### src/rtl/tmmi_pkg.sv
package tmmi_pkg;

  localparam int MAX_POINTS = 32;
  localparam int IDX_W      = $clog2(MAX_POINTS);
  localparam int CNT_W      = IDX_W + 1;
  localparam int DATA_W     = 32;
  localparam int NUM_W      = 61;   // (coord diff) << 26 or (Q4.28) << 28, signed
  localparam int DEN_W      = 34;   // span or pivot, signed
  localparam int ITER_W     = $clog2(NUM_W);

  localparam logic signed [31:0] Q_ONE     = 32'sh1000_0000;
  localparam logic signed [31:0] Q_QUARTER = 32'sh0400_0000;
  localparam logic signed [31:0] Q_DIAG    = 32'sh0C00_0000;
  localparam logic signed [31:0] Q_MAX     = 32'sh7FFF_FFFF;
  localparam logic signed [31:0] Q_MIN     = 32'sh8000_0000;

  localparam logic CMD_LOAD   = 1'b0;
  localparam logic CMD_COLUMN = 1'b1;

  localparam logic [1:0] ERR_OK       = 2'd0;
  localparam logic [1:0] ERR_RANGE    = 2'd1;
  localparam logic [1:0] ERR_SINGULAR = 2'd2;

  typedef enum logic [4:0] {
    S_IDLE,
    S_CA, S_CB, S_CC, S_CD,
    S_CLO_GO, S_CLO_W, S_CUP_GO, S_CUP_W,
    S_FRD, S_FM1, S_FM2, S_FM3, S_FM4, S_FM5,
    S_FU_GO, S_FU_W, S_FR_GO, S_FR_W,
    S_BRD, S_BM1, S_BM2, S_BWR,
    S_ERD, S_ELD, S_EW
  } state_t;

  typedef struct packed {
    logic                    start;
    logic signed [NUM_W-1:0] num;
    logic signed [DEN_W-1:0] den;
  } div_req_t;

  typedef struct packed {
    logic                    done;
    logic signed [DATA_W-1:0] quo;
  } div_rsp_t;

  // saturate a 33-bit signed difference to Q4.28
  function automatic logic signed [31:0] sat33(input logic signed [32:0] v);
    if (v > 33'sh0_7FFF_FFFF) return Q_MAX;
    else if (v < -33'sh0_8000_0000) return Q_MIN;
    else return v[31:0];
  endfunction

  // Q4.28 product scaling: truncate toward zero, saturate
  function automatic logic signed [31:0] qtrunc(input logic signed [63:0] p);
    logic [63:0] mag;
    logic [35:0] q;
    logic [35:0] nq;
    mag = p[63] ? 64'(-p) : 64'(p);
    q   = mag[63:28];
    nq  = -q;
    if (p[63]) begin
      if (q > 36'h0_8000_0000) return Q_MIN;
      else return nq[31:0];
    end else begin
      if (q > 36'h0_7FFF_FFFF) return Q_MAX;
      else return q[31:0];
    end
  endfunction

endpackage

### src/rtl/tmmi_div.sv
module tmmi_div (
  input  logic              clk,
  input  logic              rst,
  input  tmmi_pkg::div_req_t req,
  output tmmi_pkg::div_rsp_t rsp
);
  import tmmi_pkg::*;

  // restoring divider, one quotient bit per cycle, truncates toward zero
  logic              busy;
  logic              done;
  logic [ITER_W-1:0] cnt;
  logic              neg;
  logic [DEN_W-2:0]  den_mag;
  logic [DEN_W-1:0]  rem;
  logic [NUM_W-1:0]  quo;

  logic [NUM_W-1:0]  num_mag;
  logic [DEN_W-2:0]  den_abs;
  logic [DEN_W-1:0]  rem_sh;
  logic              ge;
  logic [NUM_W-1:0]  nquo;

  always_comb begin
    num_mag = req.num[NUM_W-1] ? NUM_W'(-req.num) : NUM_W'(req.num);
    den_abs = req.den[DEN_W-1] ? (DEN_W-1)'(-req.den) : (DEN_W-1)'(req.den);
    rem_sh  = {rem[DEN_W-2:0], quo[NUM_W-1]};
    ge      = rem_sh >= {1'b0, den_mag};
    nquo    = -quo;
  end

  always_ff @(posedge clk) begin
    if (rst) begin
      busy <= 1'b0;
      done <= 1'b0;
    end else begin
      done <= 1'b0;
      if (req.start && !busy) begin
        busy    <= 1'b1;
        cnt     <= ITER_W'(NUM_W - 1);
        neg     <= req.num[NUM_W-1] ^ req.den[DEN_W-1];
        den_mag <= den_abs;
        rem     <= '0;
        quo     <= num_mag;
      end else if (busy) begin
        rem <= ge ? rem_sh - {1'b0, den_mag} : rem_sh;
        quo <= {quo[NUM_W-2:0], ge};
        cnt <= cnt - 1'b1;
        if (cnt == '0) begin
          busy <= 1'b0;
          done <= 1'b1;
        end
      end
    end
  end

  always_comb begin
    rsp.done = done;
    if (neg) begin
      if (quo > NUM_W'(33'h0_8000_0000)) rsp.quo = Q_MIN;
      else rsp.quo = nquo[DATA_W-1:0];
    end else begin
      if (quo > NUM_W'(33'h0_7FFF_FFFF)) rsp.quo = Q_MAX;
      else rsp.quo = quo[DATA_W-1:0];
    end
  end

endmodule

### config.mk
export PLATFORM = sky130hd
export DESIGN_NAME = tmmi_div
export DESIGN_NICKNAME = d
export VERILOG_FILES = /design/src/rtl/tmmi_pkg.sv /design/src/rtl/tmmi_div.sv
export SDC_FILE = /design/constraint.sdc
export NUM_CORES = 1
export LEC_CHECK = 0
export BUFFER_PORTS_ARGS = -buffer_cell sky130_fd_sc_hd__clkbuf_2
export CAP_MARGIN = 10
export CORE_MARGIN = 3
export CORE_UTILIZATION = 60
export DETAILED_ROUTE_END_ITERATION = 8
export PLACE_DENSITY = 0.91
export SETUP_SLACK_MARGIN = 0.05
export SYNTH_ARGS = -nofsm -noshare
export SYNTH_HDL_FRONTEND = slang
export SYNTH_SLANG_ARGS = --single-unit
### constraint.sdc
create_clock -name clk -period 13.05 [get_ports clk]
set_clock_uncertainty 0.05 [all_clocks]
set_input_delay 2.61 -clock clk [delete_from_list [all_inputs] [get_ports clk]]
set_output_delay 2.61 -clock clk [all_outputs]
set_load 0.005 [all_outputs]
# Word level (Yosys, flattened, before mapping)
# Index checks and enable logic that the tools add are counted.
# Widths: inputs -> output; s select.
[totals]
output_inout_bits = 33
regBits = 136
[classes]
bitwise = 3
n_addsub = 5
order_cmp = 3
reduce_logical = 7
mux = 14
[op_table]
columns = ["cell", "n"]
rows = [
  ["$mux 61", 3],
  ["$mux 33", 3],
  ["$mux 32", 3],
  ["$gt 61x31->1 const B", 1],
  ["$gt 61x32->1 const B", 1],
  ["$neg 61->61", 1],
  ["$ge 34x33->1", 1],
  ["$neg 33->33", 1],
  ["$sub 33x33->33", 1],
  ["$neg 32->32", 1],
  ["$logic_not 6->1", 1],
  ["$mux 6", 1],
  ["$sub 6x1->6 const B", 1],
  ["$mux 1", 4],
  ["$reduce_and 2->1", 2],
  ["$reduce_or 3->1", 1],
  ["$not 1->1", 2],
  ["$reduce_bool 2->1", 1],
  ["$logic_and 1x1->1", 1],
  ["$logic_not 1->1", 1],
  ["$xor 1x1->1", 1],
]

# Longest topological paths before layout
# Gate-level depths: netlist of run 1.
[logic_depth]
depth_word = 4
mapped_depth = 14
depth_no_buf = 12

# Worst setup path after synthesis of run 1
# OpenSTA, ideal clock, no wires.
[synth_path]
kind = "input port to flip-flop"
startpoint = "input req[95] (netlist name)"
endpoint = "register cnt[0], enable pin"
path_stages = 2
setup_slack_ns = 5.555
arrival_time_ns = 6.881
path_buffers = 0
required_ns = 12.436
setup_ns = 0.564
cell_sequence = "nor2_1 -> nor2_1"
[synth_between]
elab_chain_len = 3
[synth_rtl]
columns = ["item", "line_no", "rtl"]
rows = [
  ["start: declaration", "tmmi_div.sv:4", "input tmmi_pkg::div_req_t req,"],
  ["$logic_and 1x1->1", "tmmi_div.sv:38", "if (req.start && !busy) begin"],
  ["$reduce_bool 2->1 (no source line)", "-", ""],
  ["$reduce_and 2->1 (no source line)", "-", ""],
  ["end signal: assignment", "tmmi_div.sv:40", "cnt <= ITER_W'(NUM_W - 1);"],
  ["end signal: assignment", "tmmi_div.sv:48", "cnt <= cnt - 1'b1;"],
  ["end: declaration", "tmmi_div.sv:12", "logic [ITER_W-1:0] cnt;"],
]
# Every way passes these cells.
# A chain may end at the register's enable or synchronous reset.

==> results of run 1 <==
==> power breakdown <==
part	switching (µW)	internal [µW]
logic	225	143
registers	31.3	538
clock network	191	321
total	447	1000
==> per-layer routing <==
layer  vias up  track usage [%]
li1       4614                -
met1      4503             36.5
met2       482             45.5
met3        76             5.56
met4         0             11.9
met5         -                0
==> critical path: stages, from the launching register on <==
cell and delay [ps]:
edfxtp_1 510, or4_1 610, or3_1 390, or4_1 600, nor4_1 290, o21ai_2 390, nor2_4 620, a311o_1 280
clkbuf_2 110
==> final cells by class <==
type | instances | area, µm² | area share [%]
diodes | 2 | 5.00 | 0.0423
clock buffers | 18 | 429 | 3.62
clock inverters | 14 | 198 | 1.67
inverters | 57 | 214 | 1.81
multi-input cells | 912 | 5940 | 50.1
flip-flops and latches | 136 | 4060 | 34.3
well taps | 220 | 275 | 2.32
repair buffers | 138 | 718 | 6.07
==> how the worst min path moves through the flow <==
stage | startpoint | end | slack (ps) | cells after the start
2_1_floorplan | busy$_SDFF_PP0_ | done$_SDFF_PP0_ | 440 | 2
3_3_place_gp | busy$_SDFF_PP0_ | done$_SDFF_PP0_ | 470 | 2
3_5_place_dp | cnt[2]$_SDFFCE_PP1P_ | done$_SDFF_PP0_ | 490 | 1
4_1_cts | cnt[2]$_SDFFCE_PP1P_ | done$_SDFF_PP0_ | 500 | 1
5_1_grt | quo[44]$_DFFE_PP_ | quo[45]$_DFFE_PP_ | 530 | 2
6_report | cnt[2]$_SDFFCE_PP1P_ | done$_SDFF_PP0_ | 500 | 1
==> Yosys cell counts (all sizes together) (5+ instances only) <==
cell type and count:
nand2 140, edfxtp 134, o21ai 128, xor2 75, clkbuf 67, nor2 61, o31ai 58, inv 57
a21oi 52, nand4 50, xnor2 46, ha 39, a221o 28, or3 28, nor3 21, nor4 20
o41ai 18, nand3 16, or4 16, a21o 14, or2 14, nor2b 12, a31oi 9, nand3b 8
buf 7, and3 6, o21bai 5
==> registers in the layout, summed over array words and instances (netlist names) <==
register,flops
rem,33
cnt,6
done,1
quo,61
neg,1
busy,1
den_mag,33
==> placed cells by master, fill, tap and decap left out, types with 7 or more instances in the layout <==
master and count:
nand2_1 140, edfxtp_1 134, clkbuf_2 130, o21ai_0 124, xor2_1 75, o31ai_1 58, inv_1 57, nor2_1 56
a21oi_1 51, nand4_1 50, xnor2_1 46, ha_1 39, a221o_1 28, or3_1 23, nor3_1 21, nor4_1 20
o41ai_1 18, clkbuf_16 17, nand3_1 16, or4_1 14, a21o_1 14, or2_2 12, nor2b_1 11, a31oi_1 9
nand3b_1 8, buf_4 7
==> through the flow <==
stage | hold WS, ps | instance area (µm²) | instances | setup WS [ps] | power (µW)
global route | 528 | 11800 | 1497 | 5950 | 1520
finish | 499 | 11800 | 1497 | 6130 | 1450
global placement | 473 | 11200 | 1462 | 6780 | 917
detailed placement | 488 | 11200 | 1462 | 6630 | 933
CTS | 497 | 11800 | 1494 | 6170 | 1450
floorplan | 436 | 10500 | 1179 | 5550 | 828
==> logic make-up (layout without fill, tap and decap cells) <==
family	Yosys count	in the layout	share of synthesized area, %
AOI/OAI and AO/OA	345	345	21.6
xor gates and xnor gates	121	121	10.1
adders and majority gates	40	40	4.85
buffers and inverters	131	227	4.77
DFF	136	136	38.8
muxes	1	1	0.0957
other	0	2	0
and+or+nand+nor	405	405	19.7
==> impl_metrics.tcl, run 1 <==
set metrics [dict create \
    crit_required_ps 10390 \
    cts-htree-levels 4 \
    utilization_pct 70.4 \
    clk_path_buf_depth 2 \
    netlist_instances 1179 \
    drt_iter0_drc 1022 \
    arrival_ps 4260 \
    dr_wl_met2_um 13000 \
    power_density_nw_per_um2 122 \
    routed_wirelength_um 27300 \
    fmax_mhz 144 \
    ys_types 62 \
    vdd_drop_max_uv 103 \
    synth-edff-count 134 \
    die_h_um 138 \
    fillCellCount 1285 \
    cp-startpoint "quo[13]$_DFFE_PP_" \
    yosysTopAreaCellShare_pct 38.5 \
    reg2reg_depth 13 \
    die_w_um 138 \
    fin_nets 1400 \
    place.gp.congestion 0.944 \
    worstMarginPinSlew_ps 1150 \
    post_cts_resized 0 \
    finalSetupViolCount 0 \
    antenna_found_initial 2 \
    rows 47 \
    r2r_start "quo[60]$_DFFE_PP_" \
    final.min_clock_period_ps 6920 \
    r2r-end "rem[7]$_SDFFCE_PP0P_" \
    met1_length_um 11200 \
    start_kind "flip-flop" \
    start_util_pct 62.2 \
    viasPerCell 6.46 \
    clkSinkCount 136 \
    synthTopCellsByArea "edfxtp_1, xor2_1, o21ai_0" \
    maxCapViolCount 0 \
    hold_viol_final 0 \
    crit_path_end_kind "output port" \
    grt.total_usage_pct 27.9 \
    synth-seq-cells 136 \
    period_share_pct 53.0 \
    path_max_fanout 30 \
    core_area_um2 16800 \
    grt_max_degree 128 \
    place_hpwl_um 19400 \
    p_leak_uw 0.00454 \
    yosysWarnings 0 \
    holdBufCountCts 0 \
    die_area_um2 19100 \
    tritoncts "done" \
    postCtsSetupBuffers 0 \
    wl_per_cell_um 18.2 \
    ant_nets 0 \
    clkTransAtPathRegs_ps 60 \
    ff2ff_setup_slack_ps 9200 \
    port_buffers 130 \
    crit_type "reg2out" \
    syn_area_um2 10500 \
    wl_met3_um 2210 \
    global_route.overflow_total 0 \
    finalMaxSlewViolations 0 \
    yosysSeqAreaShare_pct 38.8 \
    synth_top_flop_cell "edfxtp_1" \
    maxSlewHeadroom_pct 23.2 \
    critical_path.endpoint "rsp[12]" \
    worstSkewPairLatency_ps 430 \
    synthesis.nets 1317 \
    ios 131 \
    cts_root_buffer "clkbuf_16" \
    hold_path.class "reg2reg" \
    highest_layer "met4" \
    tns_ps 0 \
    vias 9675 \
    syn_avg_cell_area_um2 8.88 \
    drc 0 \
    grt_pass1_vias 9166 \
    async_reset_ff_share_pct 0 \
    grt_first_pass_wirelength_um 44600 \
    area_delta_synth_final_pct 13.2 \
    synth_top_cell_by_area "edfxtp_1" \
    rsz0062_at_grt "false" \
    layout-drive-gt1-share_pct 15.7 \
    drt_pre_antenna_iters 6 \
    cts_buffers 17 \
    status "completed" \
]
Power figures use the tool's default switching activity.
==> run 2: changes to the inputs <==
Settings changed: CORE_UTILIZATION 60 to 54, PLACE_DENSITY 0.91 to 0.87.
Clock period 13.05 ns to 6.2 ns, I/O delays scaled along.
==> impl_metrics.tcl, run 2 (synthesized netlist as in run 1, its figures left out) <==
set metrics [dict create \
    status "completed" \
    fin_nets 1401 \
    wl_per_cell_um 17.3 \
    pre_cts_ws_ps 1210 \
    path_max_fanout 30 \
    arrival_ps 4200 \
    rows 50 \
    place_hpwl_um 19200 \
    layout_commonest_cell "nand2_1" \
    period_share_pct 88.6 \
    clk_path_buf_depth 2 \
    use_met2_pct 40.1 \
    mostFrequentLayoutCells "nand2_1, edfxtp_1, clkbuf_2" \
    rsz0062_at_grt "false" \
    path_cells "or4_1 -> or3_1 -> or4_1 -> nor4_1 -> o21ai_2 -> nor2_4 -> a311o_1 -> clkbuf_2" \
    hold_viol_final 0 \
    worstSkewPairLatency_ps 430 \
    cts_root_buffer "clkbuf_16" \
    worstMarginPinSlew_ps 1140 \
    maxCapViolCount 0 \
    finalSetupViolCount 0 \
    maxSlewHeadroom_pct 24.3 \
    die_area_um2 21100 \
    viasPerCell 6.22 \
    post_cts_resized 0 \
    drt_iter0_drc 870 \
    holdBufCountCts 0 \
    finalWorstSetupSlack_ps 710 \
    antenna_found_initial 1 \
    hold_path.class "reg2reg" \
    die_w_um 145 \
    die_h_um 145 \
    use_met3_pct 4.18 \
    crit_path_end_kind "output port" \
    start_util_pct 55.4 \
    start_kind "flip-flop" \
    grt_max_degree 79 \
    vdd_drop_max_uv 227 \
    postCtsSetupBuffers 0 \
    finalMaxSlewViolations 0 \
    met1_usage_pct 32.6 \
    clkSinkCount 136 \
    grt_pass1_vias 9039 \
    routed_wirelength_um 26600 \
    ant_nets 0 \
    ios 131 \
    largest_reg_flops 61 \
    hold_ws_ps 504 \
    power_density_nw_per_um2 249 \
    slowest_stage "nor2_4" \
    tritoncts "done" \
    core_area_um2 18900 \
    clkTransAtPathRegs_ps 60 \
    grt_first_pass_wirelength_um 43400 \
    top_regs "quo (61), den_mag (33), rem (33)" \
    top_usage_layer "met2" \
    fmax_mhz 182 \
    final.min_clock_period_ps 5490 \
    crit_type "reg2out" \
    tns_ps 0 \
    p_leak_uw 0.00452 \
    grt.total_usage_pct 24.5 \
    layout-drive-gt1-share_pct 15.8 \
    cpMostUsedCell "or4_1" \
    cts_buffers 17 \
    top_register "quo" \
    slowest_delay_ps 620 \
    area_delta_synth_final_pct 13.2 \
    crit_required_ps 4910 \
    place.gp.congestion 0.982 \
    vias 9556 \
    drt_pre_antenna_iters 6 \
    global_route.overflow_total 0 \
    drc 0 \
    cts-htree-levels 4 \
    port_buffers 130 \
]
==> run 2: routing by layer <==
layer,vias up,part of all wire [%]
li1,4618,-
met1,4436,42
met2,434,48
met3,68,7.7
met4,0,2.4
met5,-,0
==> run 2: worst max-delay path, delay by kind of cell, from the launching register on <==
family	cells	cell delay, ps
and+or+nand+nor	5	2460
AOI/OAI and AO/OA	2	660
DFF	1	520
buffers and inverters	1	110
==> run 2: final timing paths <==
check	from	slack, ps	endpoint	cells past startpoint
worst max-delay path	quo[13]$_DFFE_PP_	710	rsp[12]	8
worst min-delay path	cnt[3]$_SDFFCE_PP1P_	500	done$_SDFF_PP0_	1
worst max register to register	quo[60]$_DFFE_PP_	2450	quo[0]$_DFFE_PP_	13
worst min register to register	cnt[3]$_SDFFCE_PP1P_	500	done$_SDFF_PP0_	1
==> run 2: final cells by class <==
| class | instances | area, µm² |
|---|---|---|
| timing repair buffer | 139 | 726 |
| fill | 1533 | 7040 |
| inverter | 57 | 214 |
| multi-input combinational | 912 | 5940 |
| clock inverter | 15 | 154 |
| tap | 260 | 325 |
| sequential | 136 | 4060 |
| antenna | 1 | 2.50 |
| clock buffer | 17 | 425 |
==> run 2: stage by stage <==
step | instances | power (µW) | cell area, µm² | utilization [%]
6_report | 1537 | 2950 | 11800 | 62.7
2_1_floorplan | 1179 | 1740 | 10500 | -
3_3_place_gp | 1503 | 1930 | 11300 | 59.6
5_1_grt | 1537 | 3100 | 11800 | 62.7
3_5_place_dp | 1503 | 1960 | 11300 | 59.6
4_1_cts | 1535 | 2950 | 11800 | 62.6
==> run 2: power breakdown <==
part / switching [µW] / total (µW) / leakage, µW / internal, µW
combinational: 458 / 761 / 0.00295 / 303
clock: 424 / 990 / 0.000276 / 566
sequential: 67.6 / 1200 / 0.00129 / 1130
==> run 3: changes to the inputs <==
==> constraint.sdc (replaced) <==
create_clock -name clk -period 6.2 [get_ports clk]
set_clock_uncertainty 0.05 [all_clocks]
set_input_delay 0.31 -clock clk [delete_from_list [all_inputs] [get_ports clk]]
set_output_delay 0.31 -clock clk [all_outputs]
set_load 0.005 [all_outputs]
==> impl_metrics.tcl, run 3 (synthesized netlist as in run 1, its figures left out) <==
set metrics [dict create \
    ant_nets 0 \
    wl_per_cell_um 17.8 \
    hold-path-cell-count 1 \
    crit_required_ps 5840 \
    clkTransAtPathRegs_ps 60 \
    crit_path_end_kind "output port" \
    reg2reg_depth 13 \
    finalMaxSlewViolations 0 \
    status "completed" \
    path_max_fanout 30 \
    hold_viol_final 0 \
    rows 50 \
    stdcell_count 1534 \
    worstMarginPinSlew_ps 1250 \
    crit_type "reg2out" \
    placed_cell_area_um2 11200 \
    area_delta_synth_final_pct 13.2 \
    mostFrequentLayoutCells "nand2_1, edfxtp_1, clkbuf_2" \
    layout-drive-gt1-share_pct 15.6 \
    grt_first_pass_wirelength_um 44200 \
    grt_pass1_vias 8946 \
    final.min_clock_period_ps 4560 \
    finalWorstSetupSlack_ps 1640 \
    post_cts_resized 0 \
    grt.total_usage_pct 25.2 \
    antenna_found_initial 1 \
    holdBufCountCts 0 \
    place_inst 1501 \
    fmax_mhz 219 \
    tritoncts "done" \
    worstSkewPairLatency_ps 430 \
    vias 9601 \
    clk_path_buf_depth 2 \
    tns_ps 0 \
    drt_pre_antenna_iters 7 \
    arrival_ps 4200 \
    drc 0 \
    rsz0062_at_grt "false" \
    layout_commonest_cell "nand2_1" \
    place_hpwl_um 19400 \
    die_h_um 145 \
    routed_wirelength_um 27300 \
    core_area_um2 18900 \
    p_leak_uw 0.00451 \
    port_buffers 130 \
    die_w_um 145 \
    ios 131 \
    drt_iter0_drc 1017 \
    vdd_drop_max_uv 237 \
    fin_nets 1398 \
    viasPerCell 6.26 \
    largest_reg_flops 61 \
    start_kind "flip-flop" \
    final_area_um2 11800 \
    power.total_uw 3020 \
    cts-htree-levels 4 \
    maxSlewHeadroom_pct 16.8 \
    finalSetupViolCount 0 \
    maxCapViolCount 0 \
    power_density_nw_per_um2 255 \
    cts_root_buffer "clkbuf_16" \
    hold_path.class "in2reg" \
    start_util_pct 55.4 \
    cts_buffers 17 \
    pre_cts_ws_ps 2130 \
    top_regs "quo (61), den_mag (33), rem (33)" \
    die_area_um2 21100 \
    clkSinkCount 136 \
    global_route.overflow_total 0 \
    postCtsSetupBuffers 0 \
    period_share_pct 73.6 \
    grt_max_degree 81 \
    place.gp.congestion 0.964 \
    top_register "quo" \
]
## run 3: cell count changes in the layout (fill, tap and decap cells not counted), sizes merged
cell	before	now
buf	9	6
inv	66	59
clkinvlp	3	4
clkinv	2	6
bufinv	1	3
## run 3: through the flow
step / util (%) / hold WS, ps
2_1_floorplan: - / 337
3_3_place_gp: 59.5 / 481
3_5_place_dp: 59.5 / 492
4_1_cts: 62.7 / 72.5
5_1_grt: 62.7 / 91.0
6_report: 62.7 / 81.9
## run 3: worst paths after layout
check | startpoint | end | slack (ps)
worst min register to register | busy$_SDFF_PP0_ | done$_SDFF_PP0_ | 510
worst max-delay path | quo[13]$_DFFE_PP_ | rsp[9] | 1640
worst min-delay path | req[0] | den_mag[0]$_DFFE_PP_ | 80
worst max register to register | quo[60]$_DFFE_PP_ | rem[12]$_SDFFCE_PP0P_ | 2110
## run 3: power by group
group	switching [µW]	internal [µW]	leakage, µW
Sequential	69.7	1130	0.00129
Combinational	469	301	0.00293
Clock	414	632	0.000283
## run 3: cell type report
class                           count  area, µm²
Sequential cell                   136       4060
Antenna cell                        1       2.50
Fill cell                        1532       7050
Timing Repair Buffer              136        696
Multi-Input combinational cell    912       5940
Clock inverter                     15        178
Tap cell                          260        325
Clock buffer                       17        425
Inverter                           57        214
## run 3: critical path, stage by stage, from the launching register on
cell and delay (ps):
edfxtp_1 510, or4_1 630, or3_1 400, or4_1 590, nor4_1 260, o21ai_2 370, nor2_4 600, a31oi_1 160
nand2_1 130, clkbuf_2 110
## run 3: metal layers
metal / vias to the layer above / track usage, % / routed length [µm]
li1: 4604 / - / -
met1: 4495 / 34.5 / 11800
met2: 433 / 40.6 / 12800
met3: 69 / 3.97 / 1990
met4: 0 / 9.07 / 753
met5: - / 0 / 0
